===== config.mk =====
export PLATFORM = sky130hd
export DESIGN_NAME = lattice_sign_pattern_tally_top
export DESIGN_NICKNAME = d
export VERILOG_FILES = /design/src/rtl/lspt_pkg.sv /design/src/rtl/lspt_dot.sv /design/src/rtl/lattice_sign_pattern_tally_top.sv
export SDC_FILE = /design/constraint.sdc
export NUM_CORES = 2
export LEC_CHECK = 0
export BUFFER_PORTS_ARGS = -buffer_cell sky130_fd_sc_hd__buf_2
export CAP_MARGIN = 20
export CORE_UTILIZATION = 25
export CTS_CLUSTER_SIZE = 8
export DETAILED_ROUTE_END_ITERATION = 10
export GPL_ROUTABILITY_DRIVEN = 0
export GPL_TIMING_DRIVEN = 0
export PLACE_DENSITY = 0.44
export SYNTH_ARGS = -nofsm -noshare
export SYNTH_HDL_FRONTEND = slang
export SYNTH_HIERARCHICAL = 1
export SYNTH_SLANG_ARGS = --single-unit

===== constraint.sdc =====
create_clock -name clk -period 7.1 [get_ports clk]
set_input_delay 1.065 -clock clk [delete_from_list [all_inputs] [get_ports clk]]
set_output_delay 1.065 -clock clk [all_outputs]
set_load 0.02 [all_outputs]

===== src/rtl/lspt_pkg.sv =====
`default_nettype none
// ----------------------------------------------------------------------------
// lspt_pkg: shared constants and types for the lattice sign-pattern tally
// Sizes of the ray, offset and entry tables, request codes, register indexes.
// ----------------------------------------------------------------------------
package lspt_pkg;
	localparam int DIM_MAX     = 4;
	localparam int RAYS_MAX    = 16;
	localparam int ENTRIES_MAX = 64;
	localparam int RAY_AW      = $clog2(RAYS_MAX);
	localparam int ENT_AW      = $clog2(ENTRIES_MAX);
	localparam int CNT_W       = $clog2(ENTRIES_MAX + 1);

	typedef logic [1:0] req_t;
	localparam req_t REQ_LOAD  = 2'd0;
	localparam req_t REQ_CLASS = 2'd1;
	localparam req_t REQ_READ  = 2'd2;
	localparam req_t REQ_CLEAR = 2'd3;

	typedef logic [2:0] reg_idx_t;
	localparam reg_idx_t REG_DIMS = 3'd0;
	localparam reg_idx_t REG_RAYS = 3'd1;
	localparam reg_idx_t REG_BND0 = 3'd2;
	localparam reg_idx_t REG_BND3 = 3'd5;
endpackage
`default_nettype wire


===== src/rtl/lspt_dot.sv =====
`default_nettype none
// ----------------------------------------------------------------------------
// lspt_dot: ray test unit
// Multiplies the point by one ray, one coordinate a cycle, and compares the
// sum against minus the divisor offset. Ray data arrives from the ray memory.
// ----------------------------------------------------------------------------
module lspt_dot (
	input  wire  logic clk,
	input  wire  logic arst_n,
	input  wire  logic start,
	input  wire  logic [2:0] ndims,
	input  wire  logic [31:0] ray_word,
	input  wire  logic signed [15:0] ray_off,
	input  wire  logic signed [15:0] c0,
	input  wire  logic signed [15:0] c1,
	input  wire  logic signed [15:0] c2,
	input  wire  logic signed [15:0] c3,
	output logic done,
	output logic pass
);
	import lspt_pkg::*;

	logic busy_q;
	logic [2:0] d_q;
	logic signed [26:0] acc_q;
	logic signed [15:0] cx;
	logic signed [7:0] kx;
	logic signed [23:0] prod;
	logic signed [26:0] acc_n;

	// select coordinate and coefficient of this step
	always_comb begin
		unique case (d_q[1:0])
			2'd0: begin cx = c0; kx = ray_word[7:0]; end
			2'd1: begin cx = c1; kx = ray_word[15:8]; end
			2'd2: begin cx = c2; kx = ray_word[23:16]; end
			default: begin cx = c3; kx = ray_word[31:24]; end
		endcase
		prod = cx * kx;
		acc_n = acc_q + 27'(prod);
	end

	// iterate over the used coordinates
	always_ff @(posedge clk or negedge arst_n) begin
		if (!arst_n) begin
			busy_q <= 1'b0;
			d_q <= '0;
			done <= 1'b0;
		end else begin
			done <= 1'b0;
			if (start) begin
				busy_q <= 1'b1;
				d_q <= '0;
			end else if (busy_q) begin
				d_q <= d_q + 3'd1;
				if (d_q + 3'd1 >= ndims) begin
					busy_q <= 1'b0;
					done <= 1'b1;
				end
			end
		end
	end

	always_ff @(posedge clk) begin
		if (start) acc_q <= '0;
		else if (busy_q) acc_q <= acc_n;
		if (busy_q && d_q + 3'd1 >= ndims)
			pass <= (acc_n >= -27'(ray_off));
	end
endmodule
`default_nettype wire


===== src/rtl/lattice_sign_pattern_tally_top.sv =====
`default_nettype none
// ----------------------------------------------------------------------------
// lattice_sign_pattern_tally_top: sign-pattern classifier and tally table
// Builds a pattern bit per ray, searches the entry memory, adds or counts.
// ----------------------------------------------------------------------------
//  channel | signals                         | direction
//  in      | in_valid, in_stall, fields      | word in
//  out     | out_valid, out_stall, fields    | word out
//  cfg     | cfg_we, cfg_index, cfg_data     | register write
// Load and clear answer in the cycle after acceptance, a read after ST_RDWT
// and ST_RDOUT. A classify runs ST_RAYRD, ST_RAYGO, ST_RAYWT per ray test, then
// ST_SRD and ST_SCMP per entry searched in the single-port pattern memory,
// then ST_UPD and ST_WB to update, ST_OUT to output; a full table skips them.
// Reset empties the table; memories keep undefined contents, no sweep.
// A stalled output holds its word; the next word is taken once it leaves.
module lattice_sign_pattern_tally_top (
	input  wire  logic clk,
	input  wire  logic arst_n,
	input  wire  logic in_valid,
	output logic in_stall,
	input  wire  logic [1:0] req_type,
	input  wire  logic [3:0] ray_index,
	input  wire  logic [5:0] entry_index,
	input  wire  logic signed [7:0] coef0,
	input  wire  logic signed [7:0] coef1,
	input  wire  logic signed [7:0] coef2,
	input  wire  logic signed [7:0] coef3,
	input  wire  logic signed [15:0] offset_value,
	input  wire  logic signed [15:0] coord0,
	input  wire  logic signed [15:0] coord1,
	input  wire  logic signed [15:0] coord2,
	input  wire  logic signed [15:0] coord3,
	output logic out_valid,
	input  wire  logic out_stall,
	output logic [5:0] hit_index,
	output logic hit_valid,
	output logic [15:0] pattern_bits,
	output logic [31:0] entry_points,
	output logic on_boundary,
	output logic table_full,
	output logic [6:0] entries_stored,
	output logic [31:0] points_seen,
	input  wire  logic cfg_we,
	input  wire  logic [2:0] cfg_index,
	input  wire  logic [31:0] cfg_data
);
	import lspt_pkg::*;

	localparam logic [3:0] ST_IDLE = 4'd0, ST_RAYRD = 4'd1, ST_RAYGO = 4'd2,
		ST_RAYWT = 4'd3, ST_SRD = 4'd4, ST_SCMP = 4'd5, ST_UPD = 4'd6,
		ST_WB = 4'd7, ST_OUT = 4'd8, ST_RDWT = 4'd9, ST_RDOUT = 4'd10;

	// configuration registers
	logic [2:0] dims_q;
	logic [4:0] rays_q;
	logic [31:0] bnd_q [DIM_MAX];

	always_ff @(posedge clk or negedge arst_n) begin
		if (!arst_n) begin
			dims_q <= 3'd4;
			rays_q <= 5'd16;
			for (int i = 0; i < DIM_MAX; i++) bnd_q[i] <= '0;
		end else if (cfg_we) begin
			if (cfg_index == REG_DIMS) dims_q <= cfg_data[2:0];
			else if (cfg_index == REG_RAYS) rays_q <= cfg_data[4:0];
			else if (cfg_index >= REG_BND0 && cfg_index <= REG_BND3)
				bnd_q[2'(cfg_index - REG_BND0)] <= cfg_data;
		end
	end

	logic [2:0] ndims;
	logic [4:0] nrays;
	assign ndims = (dims_q == 3'd0) ? 3'd1 : (dims_q > 3'd4) ? 3'd4 : dims_q;
	assign nrays = (rays_q == 5'd0) ? 5'd1 : (rays_q > 5'd16) ? 5'd16 : rays_q;

	// memories
	logic [31:0] ray_mem [RAYS_MAX];
	logic [15:0] off_mem [RAYS_MAX];
	logic [15:0] pat_mem [ENTRIES_MAX];
	logic [32:0] cnt_mem [ENTRIES_MAX];
	logic [31:0] ray_rd;
	logic [15:0] off_rd;
	logic [15:0] pat_rd;
	logic [32:0] cnt_rd;

	logic [3:0] st_q;
	logic [4:0] rj_q;
	logic [15:0] pat_q;
	logic [6:0] ei_q;
	logic [CNT_W-1:0] total_q;
	logic [31:0] ptot_q;
	logic bnd_hit_q;
	logic signed [15:0] c_q [DIM_MAX];
	logic [ENT_AW-1:0] addr;
	logic pat_we, cnt_we;
	logic [32:0] cnt_wd;
	logic in_acc, out_acc;
	logic dot_start;
	logic ddone, dpass;

	assign in_acc = in_valid && !in_stall;
	assign out_acc = out_valid && !out_stall;
	assign in_stall = (st_q != ST_IDLE) || out_valid;

	// ray memories: write on load, read one slot per test
	always_ff @(posedge clk) begin
		if (in_acc && req_type == REQ_LOAD) begin
			ray_mem[ray_index] <= {coef3, coef2, coef1, coef0};
			off_mem[ray_index] <= offset_value;
		end
		ray_rd <= ray_mem[rj_q[RAY_AW-1:0]];
		off_rd <= off_mem[rj_q[RAY_AW-1:0]];
	end

	lspt_dot u_dot (
		.clk(clk), .arst_n(arst_n), .start(dot_start), .ndims(ndims),
		.ray_word(ray_rd), .ray_off(off_rd),
		.c0(c_q[0]), .c1(c_q[1]), .c2(c_q[2]), .c3(c_q[3]),
		.done(ddone), .pass(dpass)
	);

	// entry memories, single address
	always_comb begin
		priority if (st_q == ST_IDLE) addr = entry_index;
		else addr = ei_q[ENT_AW-1:0];
	end
	always_ff @(posedge clk) begin
		if (pat_we) pat_mem[addr] <= pat_q;
		if (cnt_we) cnt_mem[addr] <= cnt_wd;
		pat_rd <= pat_mem[addr];
		cnt_rd <= cnt_mem[addr];
	end

	logic [31:0] cnt_inc;
	assign cnt_inc = (cnt_rd[31:0] == 32'hFFFF_FFFF) ? cnt_rd[31:0] : cnt_rd[31:0] + 32'd1;
	assign pat_we = (st_q == ST_UPD) && (ei_q == 7'(total_q));
	assign cnt_we = (st_q == ST_WB);
	always_ff @(posedge clk) cnt_wd <= ((ei_q == 7'(total_q)) ? 33'd1
		: {cnt_rd[32] | bnd_hit_q, cnt_inc}) | {bnd_hit_q, 32'd0};
	assign dot_start = (st_q == ST_RAYGO);

	// boundary check on the incoming point
	logic bnd_any;
	always_comb begin
		logic signed [15:0] cv [DIM_MAX];
		cv[0] = coord0; cv[1] = coord1; cv[2] = coord2; cv[3] = coord3;
		bnd_any = 1'b0;
		for (int d = 0; d < DIM_MAX; d++)
			if (3'(d) < ndims && (cv[d] == bnd_q[d][15:0] || cv[d] == bnd_q[d][31:16]))
				bnd_any = 1'b1;
	end

	// control sequencer
	always_ff @(posedge clk or negedge arst_n) begin
		if (!arst_n) begin
			st_q <= ST_IDLE;
			out_valid <= 1'b0;
			total_q <= '0;
			ptot_q <= '0;
		end else begin
			if (out_acc) out_valid <= 1'b0;
			unique case (st_q)
				ST_IDLE: if (in_acc) begin
					hit_index <= (req_type == REQ_READ) ? entry_index : '0;
					hit_valid <= 1'b0; pattern_bits <= '0;
					entry_points <= '0; on_boundary <= 1'b0; table_full <= 1'b0;
					unique case (req_type)
						REQ_LOAD: begin
							entries_stored <= 7'(total_q); points_seen <= ptot_q;
							out_valid <= 1'b1;
						end
						REQ_CLEAR: begin
							total_q <= '0; ptot_q <= '0;
							entries_stored <= '0; points_seen <= '0;
							out_valid <= 1'b1;
						end
						REQ_READ: begin
							// hold the read address while the data settles
							ei_q <= 7'(entry_index);
							st_q <= ST_RDWT;
						end
						default: begin
							c_q[0] <= coord0; c_q[1] <= coord1;
							c_q[2] <= coord2; c_q[3] <= coord3;
							bnd_hit_q <= bnd_any;
							ptot_q <= (ptot_q == 32'hFFFF_FFFF) ? ptot_q : ptot_q + 32'd1;
							rj_q <= '0; pat_q <= '0;
							st_q <= ST_RAYRD;
						end
					endcase
				end
				ST_RAYRD: st_q <= ST_RAYGO;
				ST_RAYGO: st_q <= ST_RAYWT;
				ST_RAYWT: if (ddone) begin
					pat_q[rj_q[RAY_AW-1:0]] <= dpass;
					rj_q <= rj_q + 5'd1;
					if (rj_q + 5'd1 >= nrays) begin
						ei_q <= '0; st_q <= ST_SRD;
					end else st_q <= ST_RAYRD;
				end
				ST_SRD: begin
					if (ei_q >= 7'(total_q)) begin
						if (total_q == CNT_W'(ENTRIES_MAX)) begin
							pattern_bits <= pat_q; table_full <= 1'b1;
							entries_stored <= 7'(total_q); points_seen <= ptot_q;
							out_valid <= 1'b1; st_q <= ST_IDLE;
						end else st_q <= ST_UPD;
					end else st_q <= ST_SCMP;
				end
				ST_SCMP: begin
					if (pat_rd == pat_q) st_q <= ST_UPD;
					else begin ei_q <= ei_q + 7'd1; st_q <= ST_SRD; end
				end
				ST_UPD: st_q <= ST_WB;
				ST_WB: begin
					if (ei_q == 7'(total_q)) total_q <= total_q + CNT_W'(1);
					st_q <= ST_OUT;
				end
				ST_OUT: begin
					hit_index <= ei_q[ENT_AW-1:0]; hit_valid <= 1'b1;
					pattern_bits <= pat_q; entry_points <= cnt_wd[31:0];
					on_boundary <= cnt_wd[32];
					entries_stored <= 7'(total_q); points_seen <= ptot_q;
					out_valid <= 1'b1; st_q <= ST_IDLE;
				end
				ST_RDWT: st_q <= ST_RDOUT;
				ST_RDOUT: begin
					if (7'(hit_index) < 7'(total_q)) begin
						hit_valid <= 1'b1; pattern_bits <= pat_rd;
						entry_points <= cnt_rd[31:0]; on_boundary <= cnt_rd[32];
					end
					entries_stored <= 7'(total_q); points_seen <= ptot_q;
					out_valid <= 1'b1; st_q <= ST_IDLE;
				end
				default: st_q <= ST_IDLE;
			endcase
		end
	end

	// checks
	a_tot: assert property (@(posedge clk) disable iff (!arst_n)
		total_q <= CNT_W'(ENTRIES_MAX)) else $error("entry total overflow");
	a_busy: assert property (@(posedge clk) disable iff (!arst_n)
		(st_q != ST_IDLE) |-> !out_valid) else $error("output while busy");
	a_full: assert property (@(posedge clk) disable iff (!arst_n)
		(out_valid && table_full) |-> !hit_valid) else $error("full with hit");
endmodule
`default_nettype wire

==> summary.txt <==
GRT
  • Initial antenna violation count: 66
  • Total global routing track utilization: 0.177
  • Vias in the first global route: 98500
  • Largest net degree at the start of global routing: 101
  • Grt total ovfl: 0
  • First-pass GRT wire length: 853 mm

Floorplanning
  • Site row count: 303
  • IO Count: 262
  • Starting density of the core: 0.251
  • Die W: 828 um
  • Die area: 686000 um2
  • Die Y: 828 um
  • CORE AREA: 681000 um2

Final layout
  • Share of layout cells above drive strength 1: 0.208
  • Area Growth Syn to Fin: 23.0%
  • NumNets Final: 11231

Power and ir drop
  • Worst VDD drop: 258 uV
  • Total leakage power: 59.2 nW
  • Sequential share of power: 0.502
  • Internal power: 45.1 mW
  • Switching power: 11.8 mW
  • Clock share of power: 0.486
  • Combinational power share: 0.011
  • Switching fraction of total power: 0.207
  • PD cells: 271 nW/um2

Worst setup path
  • Worst-path fanout max: 6
  • Crit path launch: u_dot/d_q[0]$_DFFE_PN0P_
  • FF-to-FF Start: u_dot/d_q[0]$_DFFE_PN0P_
  • WP data required: 7.79 ns
  • WP data arrival: 8.62 ns
  • Crit path kind: reg2reg
  • CP Capture Type: register
  • Startpoint Class: register

Synthesis
  • Synth area leaders: edfxtp_1 72%, a22oi_1 3.5%, mux4_2 3.2%
  • Distinct cells, synth: 78
  • Syn Nets: 9918
  • Register area share after synthesis: 0.766
  • Avg Cell Area, Syn: 18.0 um2
  • Main synth FF type: edfxtp_1
  • Synth cell count leaders: 4094 x edfxtp_1, 791 x a22oi_1, 442 x a22o_1, 398 x a31oi_1, 369 x a221oi_1
  • Synth Cell Area: 171000 um2
  • Number of synthesized flops with an enable pin: 4094
  • Top cell type's share of synthesized area: 0.720
  • #FFs+latches synth: 4436
  • Async S/R FF share, synth: 0.0417
  • Cells after synthesis: 9488
  • Most common cell in the synthesized netlist: edfxtp_1
  • Ys Warns: 6
  • Post-synth top area cell: edfxtp_1

Timing
  • Final setup vio count: 1
  • Final Hold Viols: 0
  • Fmax achieved: 0.126 GHz
  • RSZ-0062 raised after global routing: yes
  • Fin crit period: 7.92 ns
  • Count of final max-slew check failures: 0
  • Worst Max-Slew Pin Slew: 1.29 ns
  • PnR worst setup slack: -0.824 ns
  • Fin crit share: 1.12
  • Clock Skew: 0.164 ns
  • Final hold slack: 0.0236 ns
  • Relative slew slack: 0.140

Route
  • Initial drt markers: 11747
  • DRT Wirelength: 633 mm
  • Via-to-Cell Ratio: 5.01
  • Routed vias: 100644
  • Post-route DRC: 0
  • Pre-Repair DR Iteration Count: 7
  • Post-route ant nets: 0
  • Wire per inst: 31.5 um

Clocking
  • Cts bufs inserted: 627
  • Clock-pin slew of the registers on the worst-case setup and hold paths: 0.05 ns
  • H-tree Lvls: 6
  • Max clock buf depth: 4
  • Clock Tree Root: clkbuf_16
  • Worst skew pair latency: 1.12 ns
  • TritonCTS clock tree: yes
  • Clk sink count: 4436

Run status
  • Failing checks: setup timing
  • Status: finished with violations

Placed design
  • Post-detail-place hpwl: 447 mm
  • Dpl ws: -2.16 ns
  • IO Port Bufs: 258

Run
  • Max-Cap Viols: 0

Hold path
  • HP Class: in2async
[registers in the layout, summed over array words and instances, names as in the netlist, 27 cells and up]
signal	cells
cnt_wd	33
cnt_mem	2112
c_q	64
ray_mem	512
ptot_q	32
u_dot/acc_q	27
pat_mem	1024
points_seen	32
off_mem	256
entry_points	32
ray_rd	32
cnt_rd	33
bnd_q	128
[final cells by class]
class | instances | area (um2)
diodes | 21 | 52.6
plain buffers | 569 | 2570
clock buffers | 857 | 16800
clock inverters | 51 | 832
fillers | 66280 | 471000
inverters | 144 | 546
multi-input cells | 4336 | 38400
flip-flops and latches | 4436 | 131000
well taps | 8997 | 11300
repair buffers | 687 | 8650
[kinds of logic after synthesis]
| logic type | Yosys count | share of synthesized area |
|---|---|---|
| AOI/OAI and AO/OA | 2296 | 0.104 |
| xor gates and xnor gates | 235 | 0.0121 |
| adders and majority gates | 266 | 0.0257 |
| buffers and inverters | 716 | 0.0172 |
| DFF | 4436 | 0.766 |
| muxes | 413 | 0.0429 |
| and+or+nand+nor | 1126 | 0.0324 |
[per-stage QoR]
| stage | instance area, um2 | power, mW | utilization | setup TNS (ns) | cells |
|---|---|---|---|---|---|
| 3_5_place_dp | 191000 | 29.7 | 0.281 | -9.17 | 19113 |
| 4_1_cts | 210000 | 57.3 | 0.308 | -0.838 | 20053 |
| 2_1_floorplan | 171000 | 29.4 | - | 0 | 9488 |
| 5_1_grt | 210000 | 58.3 | 0.308 | -1.08 | 20080 |
| 6_report | 210000 | 56.8 | 0.309 | -0.824 | 20098 |
| 3_3_place_gp | 183000 | 29.7 | 0.269 | -7886.04 | 18743 |
[power by group through the flow]
stage / Sequential, mW / Clock [mW] / Combinational (mW)
2_1_floorplan: 29.0 / 0 / 0.350
3_3_place_gp: 29.0 / 0 / 0.645
3_5_place_dp: 29.0 / 0 / 0.655
4_1_cts: 28.5 / 28.1 / 0.658
5_1_grt: 28.5 / 29.0 / 0.710
6_report: 28.5 / 27.6 / 0.651
[worst max-delay path, stage by stage (launching register included)]
cell and delay (ns):
dfrtp_2 0.46, buf_6 0.14, ha_4 0.19, clkbuf_16 0.17, a222oi_1 0.55, nand2_1 0.21
o21ai_4 0.20, buf_4 0.24, nor2_1 0.07, fa_1 0.60, fa_1 0.45, fa_1 0.52
fa_1 0.47, ha_1 0.30, ha_1 0.44, nand2_1 0.13, o211a_1 0.26, or2_4 0.29
a2111oi_4 0.43, nor2_1 0.10, xnor2_1 0.25, ha_2 0.33, o21a_1 0.22, o311ai_4 0.29
o31a_1 0.22, a31oi_2 0.06
[cells in the final DEF (no fill, tap or decap), types with 181 or more instances in the layout]
master and n:
nor2_1 216, nand2_1 258, dfrtp_1 181, a221oi_1 368, buf_2 438, edfxtp_1 4094
a22oi_1 791, a31oi_1 395, clkbuf_1 507, clkbuf_16 640, a22o_1 442, mux4_2 240
[timing repair]
| action | CTS | global route |
|---|---|---|
| hold buffers | 0 | 0 |
| cloned | 3 | 0 |
| setup endpoints to repair | 19 | 2 |
| gates resized for setup | 87 | 33 |
| buffers inserted | 31 | 15 |
| pin swaps | 29 | 34 |
[path summary, 6_finish.rpt]
| kind | end | slack, ns | cells past startpoint |
|---|---|---|---|
| max | u_dot/pass$_DFFE_PP_ | -0.82 | 25 |
| min | ptot_q[13]$_DFFE_PN0P_ | 0.02 | 1 |
| max reg2reg | u_dot/pass$_DFFE_PP_ | -0.82 | 25 |
| min reg2reg | u_dot/acc_q[12]$_SDFFE_PP0P_ | 0.48 | 2 |
| max in group asynchronous | bnd_q[98]$_DFFE_PN0P_ | 5.99 | 2 |
| min in group clk | out_valid$_DFF_PN0_ | 0.26 | 2 |
[metal layers]
metal | wire length, um | GRT usage | vias up
li1 | - | - | 41690
met1 | 270000 | 0.243 | 53545
met2 | 292000 | 0.283 | 4382
met3 | 44400 | 0.0294 | 1003
met4 | 26600 | 0.0647 | 24
met5 | 155 | 0 | -
Power figures use the tool's default switching activity.
